==> src/design/rcpm_pkg.sv <==
// Shared types and constants for the resource counter peak monitor.
package rcpm_pkg;

  localparam int CMD_WIDTH   = 2;
  localparam int INDEX_WIDTH = 4;
  localparam int DELTA_WIDTH = 32;
  localparam int VALUE_WIDTH = 32;
  localparam int WIDE_WIDTH  = 64;

  typedef enum logic [CMD_WIDTH-1:0] {
    CMD_UPDATE = 2'd0,
    CMD_READ   = 2'd1,
    CMD_POLL   = 2'd2
  } cmd_t;

  typedef enum logic {
    ST_IDLE,
    ST_EXEC
  } state_t;

  typedef struct packed {
    logic                   set;
    logic                   poll;
    logic [INDEX_WIDTH-1:0] index;
  } mark_ctl_t;

endpackage

==> src/design/rcpm_if.sv <==
// Handshake channels for command words and result words.
interface rcpm_item_if;
  logic                                valid;
  logic                                ready;
  logic [rcpm_pkg::CMD_WIDTH-1:0]      cmd;
  logic [rcpm_pkg::INDEX_WIDTH-1:0]    counter_index;
  logic signed [rcpm_pkg::DELTA_WIDTH-1:0] delta;
  logic                                want_peak;

  modport source (output valid, cmd, counter_index, delta, want_peak, input ready);
  modport sink (input valid, cmd, counter_index, delta, want_peak, output ready);
endinterface

interface rcpm_result_if;
  logic                                valid;
  logic                                ready;
  logic signed [rcpm_pkg::VALUE_WIDTH-1:0] value;
  logic [rcpm_pkg::INDEX_WIDTH-1:0]    changed_index;

  modport source (output valid, value, changed_index, input ready);
  modport sink (input valid, value, changed_index, output ready);
endinterface

==> src/design/rcpm_ram.sv <==
// Generic single-write, single-read RAM with registered read data.
module rcpm_ram #(
  parameter int WIDTH = 32,
  parameter int DEPTH = 16
) (
  input  logic                     clk,
  input  logic                     we,
  input  logic [$clog2(DEPTH)-1:0] waddr,
  input  logic [WIDTH-1:0]         wdata,
  input  logic [$clog2(DEPTH)-1:0] raddr,
  output logic [WIDTH-1:0]         rdata
);

  logic [WIDTH-1:0] mem [DEPTH];

  always_ff @(posedge clk) begin
    if (we) begin
      mem[waddr] <= wdata;
    end
    rdata <= mem[raddr];
  end

endmodule

==> src/design/rcpm_marks.sv <==
// Changed marks, summary flag and lowest-index priority encoder.
module rcpm_marks #(
  parameter int NUM_MARKS = 16
) (
  input  logic                            clk,
  input  logic                            rst,
  input  rcpm_pkg::mark_ctl_t             ctl,
  output logic [rcpm_pkg::INDEX_WIDTH-1:0] found
);
  import rcpm_pkg::*;

  localparam int AW = $clog2(NUM_MARKS);

  logic [NUM_MARKS-1:0] marks;
  logic                 any_update;
  logic [INDEX_WIDTH-1:0] lowest;

  always_comb begin
    lowest = '0;
    for (int i = NUM_MARKS - 1; i >= 1; i--) begin
      if (marks[i]) begin
        lowest = INDEX_WIDTH'(i);
      end
    end
  end

  assign found = any_update ? lowest : '0;

  always_ff @(posedge clk) begin
    if (rst) begin
      marks      <= '0;
      any_update <= 1'b0;
    end else if (ctl.set) begin
      marks[ctl.index[AW-1:0]] <= 1'b1;
      any_update               <= 1'b1;
    end else if (ctl.poll && any_update) begin
      any_update <= 1'b0;
      if (lowest != '0) begin
        marks[lowest[AW-1:0]] <= 1'b0;
      end
    end
  end

endmodule

==> src/design/resource_counter_peak_monitor.sv <==
// Top level of the resource counter peak monitor.
//
// Command words arrive on the item channel: update adds a signed delta to a
// counter and tracks its peak, read returns the current or peak count, and
// poll reports the lowest changed counter once per batch of updates.
// Every command word yields exactly one result word on the result channel.
// The counts and peaks live in two RAMs with a registered read.
// A word is read from the RAMs on the edge that accepts it; the execute
// state then modifies, writes back and loads the result register once
// the result register is free. The block takes no new word until the
// result of the last one is loaded. Only one word is in flight, so a
// write-back always lands before the next read and no forwarding is
// needed.
// Reset clears the changed marks, the summary flag, the result valid flag and
// the per-entry valid bits, so every counter and peak reads as zero at once.
// When the receiver stalls, the finished word waits in the result register
// and the next word waits in the execute stage; the input then holds off.
module resource_counter_peak_monitor #(
  parameter int NUM_COUNTERS = 16,
  parameter int COUNT_WIDTH  = 32
) (
  input logic          clk,
  input logic          rst,
  rcpm_item_if.sink    item,
  rcpm_result_if.source result
);
  import rcpm_pkg::*;

  localparam int NUM_MARKS = (NUM_COUNTERS < (1 << INDEX_WIDTH)) ?
                             NUM_COUNTERS : (1 << INDEX_WIDTH);
  localparam int AW = $clog2(NUM_MARKS);

  state_t state, state_next;

  logic [CMD_WIDTH-1:0]          op_cmd;
  logic [INDEX_WIDTH-1:0]        op_index;
  logic                          op_ok;
  logic signed [DELTA_WIDTH-1:0] op_delta;
  logic                          op_peak;
  logic                          op_init;

  logic [NUM_MARKS-1:0] entry_valid;
  logic                 accept;
  logic                 done;
  logic                 in_range;
  logic                 write_en;
  logic [AW-1:0]        rd_addr;

  logic [COUNT_WIDTH-1:0] cur_rd, peak_rd;
  logic signed [COUNT_WIDTH-1:0] cur, peak, sum, new_peak, sel;
  logic signed [WIDE_WIDTH-1:0] wide;

  logic                          res_valid;
  logic signed [VALUE_WIDTH-1:0] res_value, res_value_next;
  logic [INDEX_WIDTH-1:0]        res_index, res_index_next;
  logic [INDEX_WIDTH-1:0]        found;
  mark_ctl_t                     mark_ctl;

  assign accept   = item.valid && item.ready;
  assign in_range = (item.counter_index != '0) &&
                    ({1'b0, item.counter_index} < (INDEX_WIDTH + 1)'(NUM_MARKS));

  // While a word waits in the execute stage the RAMs keep reading its entry.
  assign rd_addr = accept ? item.counter_index[AW-1:0] : op_index[AW-1:0];

  always_comb begin
    state_next = state;
    case (state)
      ST_IDLE: begin
        if (item.valid) begin
          state_next = ST_EXEC;
        end
      end
      ST_EXEC: begin
        if (!res_valid || result.ready) begin
          state_next = ST_IDLE;
        end
      end
      default: state_next = ST_IDLE;
    endcase
  end

  always_comb begin
    item.ready = 1'b0;
    done       = 1'b0;
    case (state)
      ST_IDLE: item.ready = 1'b1;
      ST_EXEC: done = !res_valid || result.ready;
      default: begin
        item.ready = 1'b0;
        done       = 1'b0;
      end
    endcase
  end

  always_ff @(posedge clk) begin
    if (rst) begin
      state <= ST_IDLE;
    end else begin
      state <= state_next;
    end
  end

  always_ff @(posedge clk) begin
    if (accept) begin
      op_cmd   <= item.cmd;
      op_index <= item.counter_index;
      op_ok    <= in_range;
      op_delta <= item.delta;
      op_peak  <= item.want_peak;
      op_init  <= entry_valid[item.counter_index[AW-1:0]];
    end
  end

  rcpm_ram #(.WIDTH(COUNT_WIDTH), .DEPTH(NUM_MARKS)) u_cur_ram (
    .clk   (clk),
    .we    (write_en),
    .waddr (op_index[AW-1:0]),
    .wdata (sum),
    .raddr (rd_addr),
    .rdata (cur_rd)
  );

  rcpm_ram #(.WIDTH(COUNT_WIDTH), .DEPTH(NUM_MARKS)) u_peak_ram (
    .clk   (clk),
    .we    (write_en),
    .waddr (op_index[AW-1:0]),
    .wdata (new_peak),
    .raddr (rd_addr),
    .rdata (peak_rd)
  );

  assign cur      = op_init ? cur_rd : '0;
  assign peak     = op_init ? peak_rd : '0;
  assign sum      = cur + COUNT_WIDTH'(op_delta);
  assign new_peak = (sum > peak) ? sum : peak;
  assign sel      = op_peak ? peak : cur;
  assign wide     = WIDE_WIDTH'(sel);
  assign write_en = done && (op_cmd == CMD_UPDATE) && op_ok;

  always_ff @(posedge clk) begin
    if (rst) begin
      entry_valid <= '0;
    end else if (write_en) begin
      entry_valid[op_index[AW-1:0]] <= 1'b1;
    end
  end

  assign mark_ctl.set   = write_en;
  assign mark_ctl.poll  = done && (op_cmd == CMD_POLL);
  assign mark_ctl.index = op_index;

  rcpm_marks #(.NUM_MARKS(NUM_MARKS)) u_marks (
    .clk   (clk),
    .rst   (rst),
    .ctl   (mark_ctl),
    .found (found)
  );

  always_comb begin
    res_value_next = '0;
    res_index_next = '0;
    if (op_cmd == CMD_READ) begin
      res_value_next = op_ok ? wide[VALUE_WIDTH-1:0] : '1;
    end
    if (op_cmd == CMD_POLL) begin
      res_index_next = found;
    end
  end

  always_ff @(posedge clk) begin
    if (rst) begin
      res_valid <= 1'b0;
    end else if (done) begin
      res_valid <= 1'b1;
    end else if (result.ready) begin
      res_valid <= 1'b0;
    end
  end

  always_ff @(posedge clk) begin
    if (done) begin
      res_value <= res_value_next;
      res_index <= res_index_next;
    end
  end

  assign result.valid         = res_valid;
  assign result.value         = res_value;
  assign result.changed_index = res_index;

endmodule

==> src/flat_wrapper.sv <==
// flat-port wrapper written by rule: the top's interface ports become plain ports
module resource_counter_peak_monitor_flat import rcpm_pkg::*;
#(
  parameter int NUM_COUNTERS = 16,
  parameter int COUNT_WIDTH  = 32
)
  (clk, rst, item_valid, item_cmd, item_counter_index, item_delta, item_want_peak, item_ready, result_valid, result_value, result_changed_index, result_ready);
  rcpm_item_if item_i ();
  rcpm_result_if result_i ();
  input logic clk;
  input logic rst;
  input wire logic [$bits(item_i.valid)-1:0] item_valid;
  input wire logic [$bits(item_i.cmd)-1:0] item_cmd;
  input wire logic [$bits(item_i.counter_index)-1:0] item_counter_index;
  input wire logic [$bits(item_i.delta)-1:0] item_delta;
  input wire logic [$bits(item_i.want_peak)-1:0] item_want_peak;
  output wire logic [$bits(item_i.ready)-1:0] item_ready;
  output wire logic [$bits(result_i.valid)-1:0] result_valid;
  output wire logic [$bits(result_i.value)-1:0] result_value;
  output wire logic [$bits(result_i.changed_index)-1:0] result_changed_index;
  input wire logic [$bits(result_i.ready)-1:0] result_ready;
  assign item_i.valid = item_valid;
  assign item_i.cmd = item_cmd;
  assign item_i.counter_index = item_counter_index;
  assign item_i.delta = item_delta;
  assign item_i.want_peak = item_want_peak;
  assign item_ready = item_i.ready;
  assign result_valid = result_i.valid;
  assign result_value = result_i.value;
  assign result_changed_index = result_i.changed_index;
  assign result_i.ready = result_ready;
  resource_counter_peak_monitor #(.NUM_COUNTERS(NUM_COUNTERS), .COUNT_WIDTH(COUNT_WIDTH)) u_core (.clk(clk), .rst(rst), .item(item_i), .result(result_i));
endmodule
==> config.mk <==
export PLATFORM = sky130hd
export DESIGN_NAME = resource_counter_peak_monitor_flat
export DESIGN_NICKNAME = d
export VERILOG_FILES = /design/src/design/rcpm_pkg.sv /design/src/design/rcpm_if.sv /design/src/design/rcpm_ram.sv /design/src/design/rcpm_marks.sv /design/src/design/resource_counter_peak_monitor.sv /design/src/flat_wrapper.sv
export SDC_FILE = /design/constraint.sdc
export NUM_CORES = 2
export LEC_CHECK = 0
export BUFFER_PORTS_ARGS = -buffer_cell sky130_fd_sc_hd__buf_2
export CORE_UTILIZATION = 45
export CTS_BUF_LIST = sky130_fd_sc_hd__clkbuf_4
export DETAILED_ROUTE_END_ITERATION = 16
export PLACE_DENSITY = 0.68
export SLEW_MARGIN = 15
export SYNTH_ARGS = -nofsm -noshare
export SYNTH_HDL_FRONTEND = slang
export SYNTH_HIERARCHICAL = 1
export SYNTH_SLANG_ARGS = --single-unit
==> constraint.sdc <==
create_clock -name clk -period 7.64 [get_ports clk]
set_clock_uncertainty 0.15 [all_clocks]
set_input_delay 0.382 -clock clk [delete_from_list [all_inputs] [get_ports clk]]
set_output_delay 0.382 -clock clk [all_outputs]
set_load 0.01 [all_outputs]
==> flow_summary_export.csv <==
group,metric,value,unit
run_status,status,"complete, no violations",
timing,fmax,141,MHz
clocking,clk_path_buf_depth,4,
setup_path,path_max_fanout,41,
detailed_routing,first_pass_iters,6,
setup_path,required,8230,ps
setup_path,r2r_cells,22,
die,ios,81,
yosys,syn-num-nets,2647,
cells_and_area,drive_gt1_share,31.3,%
run,cap_viol_max_count,0,
setup_path,worst_ep_arrival_time,7700,ps
cells_and_area,nNetsFinal,3099,
grt,grt_max_degree,130,
timing,setup-violations-final,0,
die,core_area,0.104,mm²
detailed_routing,antenna_left,0,
yosys,ys_ff_latch,1199,
detailed_routing,wl_per_cell,26.0,µm
die,die_h,327,µm
die,die_area,0.107,mm²
pwr,ir_drop,0.152,mV
grt,antenna_found_initial,13,
timing,rsz0062_at_grt,"no",
hold_path,hold_class,"in -> reg",
hold_path,whs_path_depth,3,
detailed_routing,dr_total_vias,26900,
timing,finalWorstSetupSlack,523,ps
clocking,cts_root_buf,"clkbuf_4",
pwr,finalPower,16.7,mW
timing,finalMaxSlewViolations,0,
yosys,synth_flop_cell,"edfxtp_1",
yosys,async_flop_share,0,%
pwr,pwr_density_cell,304,mW/mm²
clocking,cts_sinks,1199,
yosys,synth.distinct_cells,79,
setup_path,cp-end-kind,"flop",
placement,place_hpwl,66100,µm
die,die_w,327,µm
die,start_util,45.7,%
cells_and_area,syn_to_final_growth,15.4,%
clocking,cts_buffers,318,
yosys,yosysSeqAreaShare,73.5,%
setup_path,start_kind,"flop",
detailed_routing,vias_per_cell,5.85,
grt,grt_first_pass_wirelength,175000,µm
placement,gp_congestion,0.915,
grt,grt_overflow,0,
placement,port_buffers,80,
timing,tightest_slew,1100,ps
detailed_routing,wl,119000,µm
timing,relSlewSlack,26.7,%
placement,dp.cells,3964,
detailed_routing,route.detailed.drc,0,
yosys,yosys.area.top_type,"edfxtp_1",
cells_and_area,stdcell_count,4594,
clocking,insertion_delay,1150,ps
yosys,avgSynthCellArea,18.7,µm²
yosys,synth_top_area_share,69.2,%
yosys,synth_edf_count,1097,
clocking,htree_levels,5,
timing,hold_viol,0,
yosys,ys_top_cells_by_area,"edfxtp_1, mux4_2, dfxtp_1, a22oi_1, ha_1",
timing,timing.final.crit_period,7120,ps
clocking,clk_pin_slew,70,ps
setup_path,critPathKind,"reg -> reg",
die,rows,118,
timing,fin_crit_sh,93.2,%
pwr,leakage,18.7,nW
clocking,cts_tree,"yes",
placement,dp_slack,-306,ps
yosys,syn-cell-area,0.0476,mm²
yosys,yosysWarnings,6,
detailed_routing,first_iter_violations,3047,
yosys,syn_inst,2541,
grt,grtUsageTotal,22.4,%
grt,grt_pass1_vias,28100,
worst max-delay path, stage by stage (launching register included):
cell and delay [ps]:
edfxtp_1 540, buf_4 220, buf_12 170, and2_1 180, ha_1 390, nand4_1 230
nor4b_1 650, or2_2 260, o2111ai_1 160, a21oi_1 210, o21ai_0 160, and2_1 240
xnor2_1 130, buf_4 210, ha_1 320, nand4_1 190, nor4_1 440, o31ai_1 160
o21ai_0 260, a21oi_2 120, or3b_1 450, nand2_8 260, mux2_1 590
state kept, by name, indices dropped and copies added, names as in the netlist:
register                     count
u_core/op_init                   1
u_core/entry_valid              16
u_core/u_peak_ram/rdata         32
u_core/op_index                  4
u_core/u_peak_ram/mem          512
u_core/op_ok                     1
u_core/op_delta                 32
u_core/result.value             32
u_core/u_marks/any_update        1
u_core/u_cur_ram/mem           512
u_core/u_cur_ram/rdata          32
u_core/state                     1
u_core/u_marks/marks            15
u_core/result.valid              1
u_core/result.changed_index      4
u_core/op_peak                   1
u_core/op_cmd                    2
through the flow:
stage	hold slack (ps)	TNS, ps	instance area, µm²	util, %
after floorplan	281	0	47600	-
after global placement	291	0	50100	48.1
after detailed placement	311	-19430	50100	48.1
after CTS	35.9	0	54900	52.6
after global routing	116	0	54900	52.7
final	174	0	54900	52.7
synthesized netlist by cell type (4+ instances only):
master    instances
a211oi_1         13
a21o_1           20
a21oi_1          91
a22oi_1         128
a31oi_1          20
and2_1           64
and3_1           10
buf_1            21
buf_2             9
buf_4            23
buf_6             5
clkbuf_1         61
dfxtp_1         102
edfxtp_1       1097
ha_1             62
inv_1            52
mux2_1           14
mux2_2            4
mux2_4            8
mux4_2          261
nand2_1         130
nand2b_1         12
nand3_1          16
nand3b_1          4
nand4_1           7
nor2_1           96
nor2b_1          19
nor3_1           20
nor4_1            5
o211ai_1          5
o21a_1            9
o21ai_0          45
o21ai_1           4
o31ai_1           7
or3_1             6
xnor2_1          17
xor2_1            5
cells in the final DEF, fill, tap and decap left out, drive strengths merged, types with 21 or more instances in the layout:
cell,instances
edfxtp,1097
inv,58
ha,62
a22oi,128
dfxtp,102
buf,168
nor2,99
clkinv,59
mux2,26
o21ai,49
dlygate4sd3,84
and2,64
mux4,261
nand2,131
a21oi,94
clkbuf,471
a31oi,21
path summary, 6_finish.rpt:
check,start,endpoint,slack (ps)
min reg2reg,u_core/entry_valid[2],u_core/entry_valid[2],330
max reg2reg,u_core/op_init,u_core/u_peak_ram/mem[10][31],520
min,rst,u_core/entry_valid[0],170
max,u_core/op_init,u_core/u_peak_ram/mem[10][31],520
area by class of cell:
| class | count | area (µm²) |
|---|---|---|
| Antenna cell | 2 | 5.00 |
| Clock buffer | 471 | 3540 |
| Clock inverter | 68 | 348 |
| Fill cell | 8352 | 49300 |
| Inverter | 52 | 195 |
| Multi-Input combinational cell | 1170 | 12200 |
| Sequential cell | 1199 | 35000 |
| Tap cell | 1380 | 1730 |
| Timing Repair Buffer | 252 | 1950 |
timing repair:
item                                   CTS  global route
setup endpoints to repair              208           467
resized for setup                        4             8
setup buffers                            0             5
endpoints found under the hold margin  112             0
hold buffers                            84             0
power by group:
part | internal, mW | total [mW] | switching (mW)
registers | 8.21 | 8.29 | 0.0841
logic | 0.997 | 3.01 | 2.02
clock network | 2.90 | 5.37 | 2.46
total | 12.1 | 16.7 | 4.56
metal layers:
| layer | up-vias | track usage (%) | routed length (µm) |
|---|---|---|---|
| met5 | - | 0 | 36 |
| met4 | 6 | 7.53 | 2580 |
| met3 | 200 | 6.88 | 13200 |
| met2 | 1435 | 35.9 | 58000 |
| met1 | 13800 | 29.1 | 45600 |
| li1 | 11400 | - | - |
logic make-up after synthesis:
kind of cell / count (synthesis) / synth area share (%)
AO/OA/AOI/OAI: 378 / 5.28
multiplexers: 290 / 13.1
XOR/XNOR: 22 / 0.405
adder cells (fa/ha/maj): 63 / 1.67
flip-flops: 1199 / 73.5
buffers and inverters: 172 / 1.67
AND/OR/NAND/NOR: 417 / 4.39
Power figures use the tool's default switching activity.
